==> config.mk <==
export PLATFORM = sky130hd
export DESIGN_NAME = sbus_frame_decoder
export DESIGN_NICKNAME = d
export VERILOG_FILES = /design/src/hdl/sbusd_pkg.sv /design/src/hdl/sbusd_out_reg.sv /design/src/hdl/sbus_frame_decoder.sv
export SDC_FILE = /design/constraint.sdc
export NUM_CORES = 1
export LEC_CHECK = 0
export ABC_CLOCK_PERIOD_IN_PS = 5900
export BUFFER_PORTS_ARGS = -buffer_cell sky130_fd_sc_hd__clkbuf_2
export CAP_MARGIN = 20
export CORE_MARGIN = 2
export CORE_UTILIZATION = 30
export CTS_CLUSTER_SIZE = 25
export DETAILED_ROUTE_END_ITERATION = 16
export GPL_TIMING_DRIVEN = 0
export PLACE_DENSITY = 0.42
export SLEW_MARGIN = 15
export SYNTH_ARGS = -nofsm -noshare
export SYNTH_HDL_FRONTEND = slang
export SYNTH_SLANG_ARGS = --single-unit
==> constraint.sdc <==
create_clock -name clk -period 5.9 [get_ports clk]
set_input_delay 0.295 -clock clk [delete_from_list [all_inputs] [get_ports clk]]
set_output_delay 0.295 -clock clk [all_outputs]
set_load 0.02 [all_outputs]
==> src/hdl/sbusd_pkg.sv <==
package sbusd_pkg;

  localparam int unsigned FRAME_LEN   = 25;
  localparam int unsigned NUM_CH      = 16;
  localparam int unsigned CH_BITS     = 11;
  localparam int unsigned BYTE_BITS   = 8;
  localparam int unsigned IDX_W       = 5;
  localparam int unsigned CH_W        = 4;
  localparam int unsigned SCALED_W    = 13;
  localparam int unsigned OFFSET_W    = 12;
  localparam int unsigned CFG_DATA_W  = 16;
  localparam int unsigned CFG_IDX_W   = 2;

  localparam logic [7:0] FRAME_HEAD = 8'h0F;
  localparam logic [7:0] FRAME_TAIL = 8'h00;

  localparam logic [IDX_W-1:0] FIRST_DATA_BYTE = IDX_W'(1);

  localparam logic [CFG_IDX_W-1:0] CFG_GAP    = 2'd0;
  localparam logic [CFG_IDX_W-1:0] CFG_HOLD   = 2'd1;
  localparam logic [CFG_IDX_W-1:0] CFG_OFFSET = 2'd2;

  localparam logic [7:0]          GAP_RESET    = 8'd3;
  localparam logic [15:0]         HOLD_RESET   = 16'd2000;
  localparam logic [OFFSET_W-1:0] OFFSET_RESET = 12'd880;

  typedef enum logic [1:0] {
    ST_IDLE,
    ST_FETCH,
    ST_LOAD,
    ST_EMIT
  } state_t;

  typedef struct packed {
    logic [CH_W-1:0]    index;
    logic [CH_BITS-1:0] raw;
    logic               last;
  } chan_t;

endpackage

==> src/hdl/sbusd_out_reg.sv <==
module sbusd_out_reg
  import sbusd_pkg::*;
(
  input  logic                clk,
  input  logic                rst_n,
  input  logic                load,
  input  chan_t               chan,
  input  logic [OFFSET_W-1:0] offset,
  output logic                slot_free,
  output logic                out_valid,
  input  logic                out_ready,
  output logic [CH_W-1:0]     out_channel_index,
  output logic [CH_BITS-1:0]  out_channel_raw,
  output logic [SCALED_W-1:0] out_channel_scaled,
  output logic                out_frame_last
);

  logic                valid_r;
  logic [CH_W-1:0]     index_r;
  logic [CH_BITS-1:0]  raw_r;
  logic [SCALED_W-1:0] scaled_r;
  logic                last_r;
  logic [CH_BITS+3:0]  times5;
  logic [SCALED_W-1:0] scaled_nxt;

  // Scaling by 0.625 is raw * 5 / 8, floored.
  assign times5     = {3'b000, chan.raw} + {1'b0, chan.raw, 2'b00};
  assign scaled_nxt = SCALED_W'(times5[CH_BITS+3:3]) + SCALED_W'(offset);
  assign slot_free  = !valid_r || out_ready;

  always_ff @(posedge clk) begin
    if (!rst_n) begin
      valid_r <= 1'b0;
    end else if (load) begin
      valid_r <= 1'b1;
    end else if (out_ready) begin
      valid_r <= 1'b0;
    end
  end

  always_ff @(posedge clk) begin
    if (load) begin
      index_r  <= chan.index;
      raw_r    <= chan.raw;
      scaled_r <= scaled_nxt;
      last_r   <= chan.last;
    end
  end

  assign out_valid          = valid_r;
  assign out_channel_index  = index_r;
  assign out_channel_raw    = raw_r;
  assign out_channel_scaled = scaled_r;
  assign out_frame_last     = last_r;

endmodule

==> src/hdl/sbus_frame_decoder.sv <==
// Channel | Direction | Handshake          | Payload
// in      | input     | in_valid/in_ready  | in_rx_byte, in_now_ms
// out     | output    | out_valid/out_ready| out_channel_index, raw, scaled, frame_last
// cfg     | input     | cfg_we, no wait    | cfg_index, cfg_wdata
// A byte accepted while idle is written to the 25-entry frame memory unless in_now_ms
// is below the hold value. After a good frame the sequencer reads bytes 1 to 22 one at a
// time and emits sixteen channel items, reading each byte through the FETCH and LOAD
// states and emitting each channel from the EMIT state. The frame memory has a single read
// port; in_ready stays low until the sequencer is back in idle.
// Reset is synchronous and clears control state; the frame memory is not cleared.
// A stalled output holds the sequencer in its emit step without losing an item.
module sbus_frame_decoder
  import sbusd_pkg::*;
(
  input  logic                 clk,
  input  logic                 rst_n,
  input  logic                 in_valid,
  output logic                 in_ready,
  input  logic [7:0]           in_rx_byte,
  input  logic [31:0]          in_now_ms,
  output logic                 out_valid,
  input  logic                 out_ready,
  output logic [CH_W-1:0]      out_channel_index,
  output logic [CH_BITS-1:0]   out_channel_raw,
  output logic [SCALED_W-1:0]  out_channel_scaled,
  output logic                 out_frame_last,
  input  logic                 cfg_we,
  input  logic [CFG_IDX_W-1:0] cfg_index,
  input  logic [CFG_DATA_W-1:0] cfg_wdata
);

  localparam int unsigned ACC_W  = CH_BITS - 1 + BYTE_BITS;
  localparam int unsigned NBIT_W = 5;

  logic [7:0] frame_mem [FRAME_LEN];

  state_t               state_r, state_nxt;
  logic [7:0]           gap_r;
  logic [15:0]          hold_r;
  logic [OFFSET_W-1:0]  offset_r;
  logic [31:0]          last_ms_r, last_ms_nxt;
  logic [IDX_W-1:0]     count_r, count_nxt;
  logic                 head_ok_r, head_ok_nxt;
  logic [IDX_W-1:0]     rd_addr_r, rd_addr_nxt;
  logic [7:0]           rd_data_r;
  logic [ACC_W-1:0]     acc_r, acc_nxt;
  logic [NBIT_W-1:0]    nbits_r, nbits_nxt;
  logic [CH_W-1:0]      ch_r, ch_nxt;

  logic                 mem_we;
  logic [IDX_W-1:0]     wr_idx;
  logic [31:0]          delta;
  logic                 gap_hit;
  logic                 held;
  logic [NBIT_W-1:0]    nbits_plus;
  logic [NBIT_W-1:0]    nbits_minus;
  logic                 emit;
  logic                 slot_free;
  chan_t                chan;

  assign delta       = in_now_ms - last_ms_r;
  assign gap_hit     = delta > {24'd0, gap_r};
  assign held        = in_now_ms < {16'd0, hold_r};
  assign wr_idx      = gap_hit ? '0 : count_r;
  assign nbits_plus  = nbits_r + NBIT_W'(BYTE_BITS);
  assign nbits_minus = nbits_r - NBIT_W'(CH_BITS);

  assign chan.index = ch_r;
  assign chan.raw   = acc_r[CH_BITS-1:0];
  assign chan.last  = (ch_r == CH_W'(NUM_CH - 1));

  always_ff @(posedge clk) begin
    if (!rst_n) begin
      gap_r    <= GAP_RESET;
      hold_r   <= HOLD_RESET;
      offset_r <= OFFSET_RESET;
    end else if (cfg_we) begin
      unique case (cfg_index)
        CFG_GAP:    gap_r    <= cfg_wdata[7:0];
        CFG_HOLD:   hold_r   <= cfg_wdata[15:0];
        CFG_OFFSET: offset_r <= cfg_wdata[OFFSET_W-1:0];
        default:    ;
      endcase
    end
  end

  // Writes happen only while idle and the read data is used only while
  // unpacking, so a write never meets a read whose data is used.
  always_ff @(posedge clk) begin
    if (mem_we) begin
      frame_mem[wr_idx] <= in_rx_byte;
    end
    rd_data_r <= frame_mem[rd_addr_r];
  end

  always_ff @(posedge clk) begin
    if (!rst_n) begin
      state_r   <= ST_IDLE;
      last_ms_r <= '0;
      count_r   <= '0;
      head_ok_r <= 1'b0;
      rd_addr_r <= '0;
      acc_r     <= '0;
      nbits_r   <= '0;
      ch_r      <= '0;
    end else begin
      state_r   <= state_nxt;
      last_ms_r <= last_ms_nxt;
      count_r   <= count_nxt;
      head_ok_r <= head_ok_nxt;
      rd_addr_r <= rd_addr_nxt;
      acc_r     <= acc_nxt;
      nbits_r   <= nbits_nxt;
      ch_r      <= ch_nxt;
    end
  end

  always_comb begin
    state_nxt   = state_r;
    last_ms_nxt = last_ms_r;
    count_nxt   = count_r;
    head_ok_nxt = head_ok_r;
    rd_addr_nxt = rd_addr_r;
    acc_nxt     = acc_r;
    nbits_nxt   = nbits_r;
    ch_nxt      = ch_r;
    mem_we      = 1'b0;
    emit        = 1'b0;
    in_ready    = 1'b0;
    unique case (state_r)
      ST_IDLE: begin
        in_ready = 1'b1;
        if (in_valid && !held) begin
          last_ms_nxt = in_now_ms;
          mem_we      = 1'b1;
          if (wr_idx == '0) begin
            head_ok_nxt = (in_rx_byte == FRAME_HEAD);
          end
          if (wr_idx == IDX_W'(FRAME_LEN - 1)) begin
            count_nxt = '0;
            if (head_ok_r && in_rx_byte == FRAME_TAIL) begin
              state_nxt   = ST_FETCH;
              rd_addr_nxt = FIRST_DATA_BYTE;
              acc_nxt     = '0;
              nbits_nxt   = '0;
              ch_nxt      = '0;
            end
          end else begin
            count_nxt = wr_idx + IDX_W'(1);
          end
        end
      end
      ST_FETCH: begin
        state_nxt = ST_LOAD;
      end
      ST_LOAD: begin
        acc_nxt     = acc_r | (ACC_W'(rd_data_r) << nbits_r);
        nbits_nxt   = nbits_plus;
        rd_addr_nxt = rd_addr_r + IDX_W'(1);
        state_nxt   = (nbits_plus >= NBIT_W'(CH_BITS)) ? ST_EMIT : ST_FETCH;
      end
      ST_EMIT: begin
        if (slot_free) begin
          emit      = 1'b1;
          acc_nxt   = acc_r >> CH_BITS;
          nbits_nxt = nbits_minus;
          ch_nxt    = ch_r + CH_W'(1);
          if (chan.last) begin
            state_nxt = ST_IDLE;
          end else if (nbits_minus >= NBIT_W'(CH_BITS)) begin
            state_nxt = ST_EMIT;
          end else begin
            state_nxt = ST_FETCH;
          end
        end
      end
      default: state_nxt = ST_IDLE;
    endcase
  end

  sbusd_out_reg u_out_reg (
    .clk                (clk),
    .rst_n              (rst_n),
    .load               (emit),
    .chan               (chan),
    .offset             (offset_r),
    .slot_free          (slot_free),
    .out_valid          (out_valid),
    .out_ready          (out_ready),
    .out_channel_index  (out_channel_index),
    .out_channel_raw    (out_channel_raw),
    .out_channel_scaled (out_channel_scaled),
    .out_frame_last     (out_frame_last)
  );

endmodule
---- Yosys cells after proc, flatten, opt, wreduce, memory -nomap -nowiden ----
Memories as Yosys holds them, arrays and structs flattened. A register that Yosys moved wholly into a read port is not among the register bits.
Cells that the tools add are included.
word-level totals
  flip-flop bits (word level) ............. 138
  memory bits (writable) .................. 200
  input port bits ......................... 63
  output and inout port bits .............. 31
  word-level logic and storage cells ...... 103
  memories kept ........................... 1
operators by class
  add/subtract/negate cells ............... 8
  order comparisons ....................... 4
  equality and inequality tests ........... 12
  shift operators ......................... 1
  muxes and demuxes ....................... 38
  bitwise operators ....................... 1
  reduce and logical (&&, ||, !) cells .... 22
memories
  memory     words  bits a word  rd ports  clocked after Yosys merged registers in  write ports  line                      source
  frame_mem  25     8            1         1                                        1            sbus_frame_decoder.sv:35  logic [7:0] frame_mem [FRAME_LEN];
operators with widths
  kind                                                                   count
  18-bit two-way mux                                                     4
  18-bit case mux with 3 select lines                                    1
  5-bit two-way mux                                                      9
  32-bit by 8-bit > comparator with 1-bit output                         1
  32-bit by 16-bit less-than comparator with 1-bit output                1
  32-bit subtractor                                                      1
  18-bit OR                                                              1
  8-bit by 5-bit left shift with 18-bit output                           1
  4-bit two-way mux                                                      4
  5-bit case mux with 3 select lines                                     1
  11-bit by 13-bit adder with 14-bit output                              1
  2-bit two-way mux                                                      7
  12-bit by 12-bit adder with 13-bit output                              1
  5-bit by 1-bit adder with 5-bit output, second input constant          2
  5-bit by 4-bit >= comparator with 1-bit output, second input constant  2
  5-bit case mux with 2 select lines                                     1
  5-bit AND reduction                                                    2
  1-bit two-way mux                                                      9
  8-bit by 4-bit == test with 1-bit output, second input constant        1
  8-bit zero test                                                        1
  2-bit != test, second input constant                                   4
  2-bit case mux with 4 select lines                                     1
  4-bit case mux with 2 select lines                                     1
  2-bit AND reduction                                                    4
  other kinds (16)                                                       25

---- Longest topological paths before layout ----
Gate-level depths: netlist of run 1.
  word-level depth ........................ 7
  depth in mapped cells ................... 27
  gate-level depth less buffers ........... 25

---- Modules after synthesis ----
Synthesis of run 1 repeated with hierarchy kept, for this count alone.
unflattened totals
  cell total of the unflattened synthesis .. 1683
  area total of the unflattened synthesis .. 18238.7 sq um
by module, submodules not included
  module              instances  cells each  area an instance (sq um)  seq. area each (sq um)
  sbus_frame_decoder  1          1498        16188.0                   8328.0
  sbusd_out_reg       1          185         2050.7                    890.9

---- Worst setup path after synthesis of run 1 ----
Ideal clock, no wire load.
  path kind ............................... in2reg
  start ................................... in in_now_ms[0]
  end ..................................... reg acc_r[0]
  setup time .............................. 62 ps
  data arrival time ....................... 4866 ps
  required time ........................... 5838 ps
  path slack .............................. 972 ps
  stages on the path ...................... 21
  path buffers ............................ 0
  path through ............................ inv_1 -> ha_1 -> fa_1 -> nand2b_1 -> a21oi_1 -> o21ai_0 -> a31oi_1 -> mux2i_1 -> a2111o_1 -> or4_1 -> nor4b_2 -> and3_1 -> inv_1 -> ha_1 -> inv_1 -> or3_1 -> nor3_1 -> nand4_1 -> nor4_4 -> o21ai_1 -> o221a_1
between the ends
  cells in the longest elaborated chain, start to end .. 6
  elaborated cells on any way between the ends .. 10
  those cells by class .................... add/sub (1); order compare (2); eq/ne (3); mux (1); reduce/logical (3)
ends and longest elaborated chain
  element                                         line                       source
  start: declaration                              sbus_frame_decoder.sv:20   input logic [31:0] in_now_ms,
  32-bit subtractor                               sbus_frame_decoder.sv:61   assign delta = in_now_ms - last_ms_r;
  32-bit by 8-bit > comparator with 1-bit output  sbus_frame_decoder.sv:62   assign gap_hit = delta > {24'd0, gap_r};
  5-bit two-way mux                               sbus_frame_decoder.sv:64   assign wr_idx = gap_hit ? '0 : count_r;
  5-bit == test                                   sbus_frame_decoder.sv:139  if (wr_idx == IDX_W'(FRAME_LEN - 1)) begin
  2-bit != test (no line)                         --
  5-bit AND reduction (no line) (*)               --
  end signal: assignment                          sbus_frame_decoder.sv:112  acc_r <= acc_nxt;
  end: declaration                                sbus_frame_decoder.sv:46   logic [ACC_W-1:0] acc_r, acc_nxt;
Mark *: on every way between the ends. The rest lies on a longest branch, timed or not.
A chain may end at the register's enable or synchronous reset.

---- Final worst setup path of run 1 ----
  start ................................... in in_now_ms[10]
  end ..................................... reg acc_r[7]
The elaborated chain is that of the path after synthesis.

==> results of run 1 <==
-- registers in the layout, indices dropped and copies added (netlist names) --
| signal | cells |
|---|---|
| acc_r | 18 |
| u_out_reg.out_channel_index | 4 |
| rd_data_r | 8 |
| u_out_reg.out_frame_last | 1 |
| count_r | 5 |
| state_r | 2 |
| u_out_reg.out_channel_scaled | 13 |
| head_ok_r | 1 |
| nbits_r | 5 |
| ch_r | 4 |
| rd_addr_r | 5 |
| u_out_reg.out_valid | 1 |
| gap_r | 8 |
| u_out_reg.out_channel_raw | 11 |
| hold_r | 16 |
| frame_mem | 200 |
| offset_r | 12 |
| last_ms_r | 32 |
-- cell families after synthesis --
logic type | share of synthesized area (%)
flops | 51.8
mux | 10.9
simple gates | 13.1
compound gates | 12.1
fa+ha+maj | 6.38
buf+inv | 3.81
xor+xnor | 1.97
-- metrics by stage --
stage	hold WS, ns	total power (W)	instances
after global routing	0.0275	0.00612	2553
after global placement	0.436	0.00322	2436
after CTS	0.00295	0.00594	2547
after floorplan	0.394	0.00303	1570
after detailed placement	0.442	0.00322	2442
final	0.0293	0.00588	2553
-- power by group through the flow --
| stage | combinational [W] | sequential, W | clock (W) |
|---|---|---|---|
| 3_3_place_gp | 0.000543 | 0.00267 | 0 |
| 5_1_grt | 0.000652 | 0.00263 | 0.00284 |
| 4_1_cts | 0.000568 | 0.00262 | 0.00275 |
| 2_1_floorplan | 0.000358 | 0.00267 | 0 |
| 3_5_place_dp | 0.000544 | 0.00267 | 0 |
| 6_report | 0.000584 | 0.00262 | 0.00267 |
-- metal layers --
layer  vias to the layer above  GRT usage (%)  share of wire, %
met3                        67           2.66               4.1
li1                       6226              -                 -
met2                       284           28.2                46
met4                         0           4.84               2.4
met5                         -              0                 0
met1                      6315           23.2                47
-- timing repair --
item,CTS,global route
hold buffers,27,0
setup buffers,0,5
pin swaps,0,12
setup endpoints to repair,45,50
gates cloned,0,1
resized for setup,8,32
hold endpoints to repair,40,0
-- layout make-up --
type / count / area [µm²]
Clock buffer: 58 / 1190
Multi-Input combinational cell: 1055 / 8130
Tap cell: 773 / 967
Inverter: 94 / 353
Buffer: 75 / 325
Timing Repair Buffer: 132 / 838
Fill cell: 5786 / 37600
Sequential cell: 346 / 9220
Clock inverter: 20 / 245
-- cells in the final DEF, fill, tap and decap left out, types with 18 or more instances in the layout --
cell type,synthesis,final
xnor2_1,30,30
a21oi_1,121,117
nand4_1,22,22
o21ai_0,47,47
clkbuf_1,61,68
and3_1,20,18
dlygate4sd3_1,0,27
nand2_1,173,173
o211ai_1,19,19
clkbuf_16,0,42
edfxtp_1,229,229
a21o_1,18,18
dfxtp_1,117,116
nand3_1,36,36
nor2_1,97,93
nor3_1,37,30
ha_1,86,82
mux4_2,58,58
mux2i_1,50,50
inv_1,91,88
clkbuf_2,0,92
-- worst paths after layout --
path | start | to | slack [ns] | cells after the start
setup / recovery | in_now_ms[10] | acc_r[7] | 0.15 | 22
hold / removal | in_now_ms[27] | last_ms_r[27] | 0.03 | 3
setup reg to reg | last_ms_r[0] | acc_r[7] | 0.21 | 22
hold reg to reg | acc_r[16] | acc_r[16] | 0.45 | 2
-- critical path: stages --
cell and delay (ns):
dlygate4sd3_1 0.55, clkbuf_2 0.17, ha_1 0.42, and2_1 0.20, a221oi_2 0.35, o21ai_1 0.20
o21a_1 0.23, o211a_1 0.27, or3_1 0.39, nor4bb_2 0.24, and3_4 0.24, inv_2 0.08
ha_4 0.15, inv_2 0.06, or3_4 0.43, nor3_4 0.20, nand4_1 0.19, or4_4 0.59
buf_6 0.17, o41ai_4 0.48, buf_6 0.19, o21ba_1 0.14
==> flow_metrics.tcl, run 1 <==
set metrics [dict create \
    drive_gt1_share_pct 17.0 \
    synth_area_mm2 0.0178 \
    io_pins 94 \
    yosysUniqueCellTypes 86 \
    p_leak_nw 7.48 \
    dr.pass1.iters 5 \
    max-vdd-ir-drop_mv 0.194 \
    critPathArrivalTime_ns 6.23 \
    swShare_pct 24.5 \
    sequentialPowerShare_pct 44.7 \
    cts_root_buf "clkbuf_16" \
    grt_overflow 0 \
    dp_slack_ns -0.691 \
    yosysWarnings 0 \
    async_reset_ff_share_pct 0 \
    h-tree-depth 2 \
    netlist_top_cells_count "edfxtp_1 (229), nand2_1 (173), a21oi_1 (121), dfxtp_1 (117), nor2_1 (97)" \
    drt.antenna.violating_nets 0 \
    tightestPinTransition_ns 0.925 \
    setup-tns-final_ns 0 \
    cp-start-kind "primary input" \
    die_area_mm2 0.0613 \
    period_share_pct 97.5 \
    die_x_um 248 \
    yosys.area.top_type "edfxtp_1" \
    syn_area_per_cell_um2 11.3 \
    vias 12900 \
    synthesis.nets 1722 \
    p_int_w 0.00443 \
    fin_util_pct 36.1 \
    route.detailed.drc 0 \
    p_switching_w 0.00144 \
    drt_iter0_markers 824 \
    power_density_mw_per_mm2 276 \
    core-area_mm2 0.0589 \
    synth_flop_cell "edfxtp_1" \
    min_path_type "in2reg" \
    slew_headroom_pct 38.3 \
    max-clock-path-buffers 3 \
    die_h_um 248 \
    port_buffers 93 \
    fmax_mhz 174 \
    synth-seq-cells 346 \
    clk_pin_slew_ns 0.06 \
    grt_max_degree 30 \
    outcome "completed" \
    dp_hpwl_um 37400 \
    cp.required_ns 6.38 \
    finalNetCount 1898 \
    crit_path_end_kind "register" \
    synth_edf_count 229 \
    track_usage_pct 17.1 \
    hold_violations 0 \
    routedWlPerCell_um 20.3 \
    path_class "in2reg" \
    grt_first_pass_wirelength_um 79100 \
    cts.sinks 346 \
    grt_antenna_before_repair 0 \
    tritoncts "built" \
    antenna_cells 0 \
    numCtsBuffers 42 \
    fin_area_mm2 0.0213 \
    yosysMostFrequentCell "edfxtp_1" \
    area_growth_pct 19.4 \
    clk_latency_ns 0.59 \
    clkPwrFrac_pct 45.4 \
    seq_area_frac_synth_pct 51.8 \
    vias_per_cell 5.05 \
    rows 89 \
    synth_top_area_share_pct 38.6 \
    period_minus_slack_ns 5.75 \
    skew_ns 0.0386 \
    syn_inst 1570 \
    worstPathMaxFanout 10 \
    finalSetupViolations 0 \
    dpl_cell_area_mm2 0.0193 \
    comb_power_share_pct 9.9 \
    synth_area_leaders "edfxtp_1 (39%), dfxtp_1 (13%), mux4_2 (7.3%)" \
    finalMaxSlewViolations 0 \
    start_util_pct 30.2 \
    grt_pass1_vias 12900 \
    wirelength_um 51700 \
    timing.final.ws_setup_ns 0.149 \
    cap_violations 0 \
    gp_congestion 0.825 \
]
Power figures use the tool's default switching activity.
==> run 2: changes to the inputs <==
- PLACE_DENSITY: 0.42 -> 0.54
==> run 2 against run 1 <==
  * Hold slack got worse by 0.0027 ns
  * Critical path depth increased by 2
  * Clock skew decreased by 0.0064 ns
  * Via count about the same
  * Flip-flop and latch count unchanged
  * Final cell count decreased by 0.63%
  * Sequential power about the same
  * Highest routed layer is now met5
==> flow_metrics.tcl, run 2 (synthesized netlist as in run 1, its figures left out) <==
set metrics [dict create \
    min_path_type "in2reg" \
    dp_slack_ns -0.522 \
    crit_chain "dlygate4sd3_1, clkbuf_2, ha_1, buf_4, a21o_1, a221oi_2, o21ai_1, o21ai_1, a21oi_1, or3b_2, nand3_1, nor4bb_2, and3_1, inv_1, ha_1, inv_1, or3_4, nor3_1, nand4_1, or4_1, buf_6, o41ai_4, buf_6, o21ba_1" \
    drive_gt1_share_pct 15.8 \
    grt_pass1_vias 12700 \
    cts_root_buf "clkbuf_16" \
    largest_reg_flops 200 \
    skew_ns 0.0322 \
    cap_violations 0 \
    start_util_pct 30.2 \
    dp_hpwl_um 34800 \
    fin_util_pct 35.8 \
    wirelength_um 47600 \
    route.detailed.drc 0 \
    cts.sinks 346 \
    numCtsBuffers 38 \
    tritoncts "built" \
    grt_max_degree 30 \
    final_common_cell "edfxtp_1" \
    tightestPinTransition_ns 0.975 \
    finalMaxSlewViolations 0 \
    clk_pin_slew_ns 0.06 \
    core-area_mm2 0.0589 \
    period_share_pct 93.4 \
    die_area_mm2 0.0613 \
    reg_top3 "frame_mem x200, last_ms_r x32, acc_r x18" \
    drt_iter0_markers 815 \
    grt_first_pass_wirelength_um 74700 \
    grt_antenna_before_repair 1 \
    cp-start-kind "primary input" \
    vias_per_cell 5.08 \
    die_h_um 248 \
    routedWlPerCell_um 18.8 \
    top_register "frame_mem" \
    dr.pass1.iters 5 \
    finalSetupViolations 0 \
    slew_headroom_pct 35.0 \
    clk_latency_ns 0.58 \
    cp_slowest_stage_delay_ns 0.53 \
    worstPathMaxFanout 10 \
    rows 89 \
    port_buffers 93 \
    rsz0062_at_grt "false" \
    final_cell_mix "edfxtp_1 (229), nand2_1 (173), a21oi_1 (118)" \
    fmax_mhz 181 \
    outcome "completed" \
    timing.final.ws_setup_ns 0.387 \
    crit_path_end_kind "register" \
    max-vdd-ir-drop_mv 0.221 \
    hold_violations 0 \
    max-clock-path-buffers 3 \
    r2r_setup_slack_ns 0.39 \
    h-tree-depth 2 \
    area_growth_pct 18.4 \
    period_minus_slack_ns 5.51 \
    p_leak_nw 7.41 \
    finalNetCount 1886 \
    gp_congestion 0.888 \
    critPathArrivalTime_ns 5.98 \
    cp.required_ns 6.37 \
    path_class "in2reg" \
    vias 12900 \
    power_density_mw_per_mm2 277 \
    io_pins 94 \
    worst_path_max_delay_cell "dlygate4sd3_1" \
    track_usage_pct 15.7 \
    grt_overflow 0 \
    antenna_cells 0 \
    die_x_um 248 \
    drt.antenna.violating_nets 0 \
]
-- run 2: changes by cell type in the layout (fill, tap and decap cells not counted), moves of 3 or more --
cell	change
clkbuf_16	-4
ha_1	+4
clkinv_1	-6
buf_4	-7
bufinv_16	+5
inv_2	-3
ha_2	-3
clkbuf_1	-4
clkinvlp_4	+5
clkinv_4	+3
clkbuf_8	-7
inv_1	+3
-- run 2: power breakdown --
part           total, W  switching [W]  internal, W  leakage (nW)
Sequential      0.00262      0.0000157      0.00261          3.01
Clock           0.00267        0.00105      0.00162         0.679
Combinational  0.000556       0.000341     0.000215          3.72
-- run 2: final timing paths --
check,from,cells after the start,endpoint
hold reg to reg,acc_r[16],2,acc_r[16]
hold / removal,in_now_ms[27],3,last_ms_r[27]
setup / recovery,in_now_ms[8],24,acc_r[7]
setup reg to reg,last_ms_r[0],22,acc_r[7]
-- run 2: stage by stage --
| stage | cells | hold WS (ns) | instance area, µm² | total power [W] | setup TNS, ns |
|---|---|---|---|---|---|
| 6_report | 2537 | 0.0266 | 21100 | 0.00585 | 0 |
| 5_1_grt | 2537 | 0.0304 | 21100 | 0.00608 | 0 |
| 4_1_cts | 2536 | 0.00144 | 21000 | 0.00591 | -0.744 |
| 3_5_place_dp | 2439 | 0.446 | 19300 | 0.00320 | -10.44 |
| 3_3_place_gp | 2436 | 0.439 | 19200 | 0.00320 | -12.79 |
| 2_1_floorplan | 1570 | 0.394 | 17800 | 0.00303 | 0 |
-- run 2: metal layers --
layer,global-route usage [%],part of all wire [%]
met5,0,0.027
met1,21.3,46
met2,26.0,47
met4,3.96,2.2
met3,2.61,5.2
-- run 2: final cells by class --
| cell class | count | area, µm² |
|---|---|---|
| sequential | 346 | 9220 |
| fill | 5763 | 37800 |
| clock buffer | 42 | 976 |
| tap | 773 | 967 |
| multi-input combinational | 1055 | 8020 |
| inverter | 94 | 353 |
| clock inverter | 28 | 452 |
| buffer | 75 | 325 |
| timing repair buffer | 124 | 766 |
-- run 2: repair_timing --
| action | in CTS | in global routing |
|---|---|---|
| endpoints found under the setup margin | 27 | 57 |
| endpoints found under the hold margin | 32 | 0 |
| hold buffers | 27 | 0 |
| gates resized for setup | 3 | 11 |
| buffers inserted | 0 | 1 |
| pin swaps | 0 | 1 |
| gates cloned | 0 | 0 |
-- run 2: worst max-delay path: cells and delay by family --
family / cells / cell delay [ns]
buf+inv: 7 / 1.42
compound gates: 7 / 1.54
fa+ha+maj: 2 / 0.46
simple gates: 8 / 2.23
==> run 3: changes to the inputs <==
==> constraint.sdc (replaced) <==
create_clock -name clk -period 5.9 [get_ports clk]
set_input_delay 1.18 -clock clk [delete_from_list [all_inputs] [get_ports clk]]
set_output_delay 1.18 -clock clk [all_outputs]
set_load 0.02 [all_outputs]
==> run 3 against run 2 <==
  * Maximum frequency down 2.8%
  * Sequential share of layout area up 0.18 points
  * Critical path depth down 3
  * Global-route usage down 0.065 points
  * Largest cell class unchanged
==> flow_metrics.tcl, run 3 (synthesized netlist as in run 1, its figures left out) <==
set metrics [dict create \
    cap_violations 0 \
    die_x_um 248 \
    fin_area_mm2 0.0210 \
    core-area_mm2 0.0589 \
    wirelength_um 47600 \
    timing.final.ws_setup_ns 0.227 \
    final_common_cell "edfxtp_1" \
    period_share_pct 96.2 \
    period_minus_slack_ns 5.67 \
    critPathArrivalTime_ns 6.14 \
    drive_gt1_share_pct 17.3 \
    largest_reg_flops 200 \
    power_density_mw_per_mm2 279 \
    h-tree-depth 2 \
    r2r_start "last_ms_r[1]" \
    tritoncts "built" \
    cp.required_ns 6.37 \
    gp_congestion 0.888 \
    finalMaxSlewViolations 0 \
    fin_util_pct 35.6 \
    setup-tns-final_ns 0 \
    worstHoldStart "acc_r[16]" \
    vias_per_cell 5.10 \
    slew_headroom_pct 35.7 \
    grt_pass1_vias 12600 \
    min_path_type "reg2reg" \
    clk_pin_slew_ns 0.06 \
    tightestPinTransition_ns 0.965 \
    dp_hpwl_um 34800 \
    hold_violations 0 \
    antenna_cells 0 \
    routedWlPerCell_um 18.9 \
    grt_overflow 0 \
    top_register "frame_mem" \
    reg_top3 "frame_mem x200, last_ms_r x32, acc_r x18" \
    crit_path_end_kind "register" \
    clk_latency_ns 0.58 \
    startpoint "in_now_ms[24]" \
    port_buffers 93 \
    final_cell_mix "edfxtp_1 (229), nand2_1 (173), dfxtp_1 (117)" \
    grt_max_degree 30 \
    skew_ns 0.0340 \
    p_leak_nw 7.35 \
    io_pins 94 \
    hold_buffers 0 \
    dp_slack_ns -1.41 \
    drt_iter0_markers 779 \
    cts_root_buf "clkbuf_16" \
    dr.pass1.iters 5 \
    numCtsBuffers 38 \
    worstPathMaxFanout 10 \
    drt.antenna.violating_nets 0 \
    area_growth_pct 17.9 \
    die_area_mm2 0.0613 \
    start_util_pct 30.2 \
    vias 12800 \
    max-vdd-ir-drop_mv 0.222 \
    p_total_w 0.00587 \
    route.detailed.drc 0 \
    cp-start-kind "primary input" \
    grt_antenna_before_repair 1 \
    outcome "completed" \
    finalNetCount 1865 \
    dpl_cell_area_mm2 0.0193 \
    max-clock-path-buffers 3 \
    fmax_mhz 176 \
    path_class "in2reg" \
    grt_first_pass_wirelength_um 74100 \
    die_h_um 248 \
    cts.sinks 346 \
    rows 89 \
    finalSetupViolations 0 \
    track_usage_pct 15.6 \
]
-- run 3: cell count changes in the layout (fill, tap and decap cells not counted), moves of 2 or more --
cell,change
dlygate4sd3_1,-27
buf_4,+5
o21ai_2,+3
a21oi_1,-2
a21oi_4,+2
and3_4,+2
ha_1,-2
ha_2,+2
nor2_4,+2
o21ai_1,-2
-- run 3: where the power goes --
group | switching (W) | leakage (nW) | total, W | internal [W]
clock | 0.00106 | 0.679 | 0.00268 | 0.00162
combinational | 0.000351 | 3.67 | 0.000565 | 0.000214
sequential | 0.0000158 | 3.01 | 0.00262 | 0.00261
-- run 3: cell type report --
cell class	count	area (µm²)
fill	5771	37900
sequential	346	9220
multi-input combinational	1055	8150
clock buffer	42	976
tap	773	967
timing repair buffer	103	553
clock inverter	28	452
inverter	94	353
buffer	75	325
-- run 3: what timing repair did --
item                       4_1_cts  5_1_grt
cloned                           1        0
buffers inserted                 2        4
setup endpoints to repair      114       56
gates resized for setup         18       24
pin swaps                        6        9
-- run 3: final timing paths --
check / to / depth (start not counted) / slack [ns]
max: acc_r[7] / 21 / 0.23
min: acc_r[16] / 2 / 0.45
max reg2reg: acc_r[2] / 28 / 0.62
min reg2reg: acc_r[16] / 2 / 0.45
-- run 3: worst max-delay path, cell delays in order --
cell and delay (ns):
clkbuf_2 0.14, ha_1 0.30, clkbuf_1 0.23, a21o_1 0.23, a21o_1 0.18, a21oi_1 0.32
mux2_2 0.38, nor3b_1 0.48, nor4bb_4 0.16, and3_4 0.25, inv_1 0.08, ha_2 0.19
inv_2 0.07, or3_4 0.42, nor3_4 0.12, nand4_1 0.13, or4_4 0.44, buf_6 0.17
o41ai_4 0.34, buf_6 0.19, o21ba_1 0.14
-- run 3: stage by stage --
stage	instances	hold WS, ns
6_report	2516	0.447
5_1_grt	2516	0.467
4_1_cts	2512	0.452
3_5_place_dp	2439	0.446
3_3_place_gp	2436	0.439
2_1_floorplan	1570	0.424
-- run 3: per-layer routing --
| metal | vias up | track usage [%] | share of wire [%] |
|---|---|---|---|
| met5 | - | 0 | 0.027 |
| met4 | 2 | 4.74 | 2.7 |
| met3 | 81 | 2.91 | 5.4 |
| met2 | 320 | 25.6 | 46 |
| met1 | 6292 | 21.0 | 46 |
| li1 | 6147 | - | - |
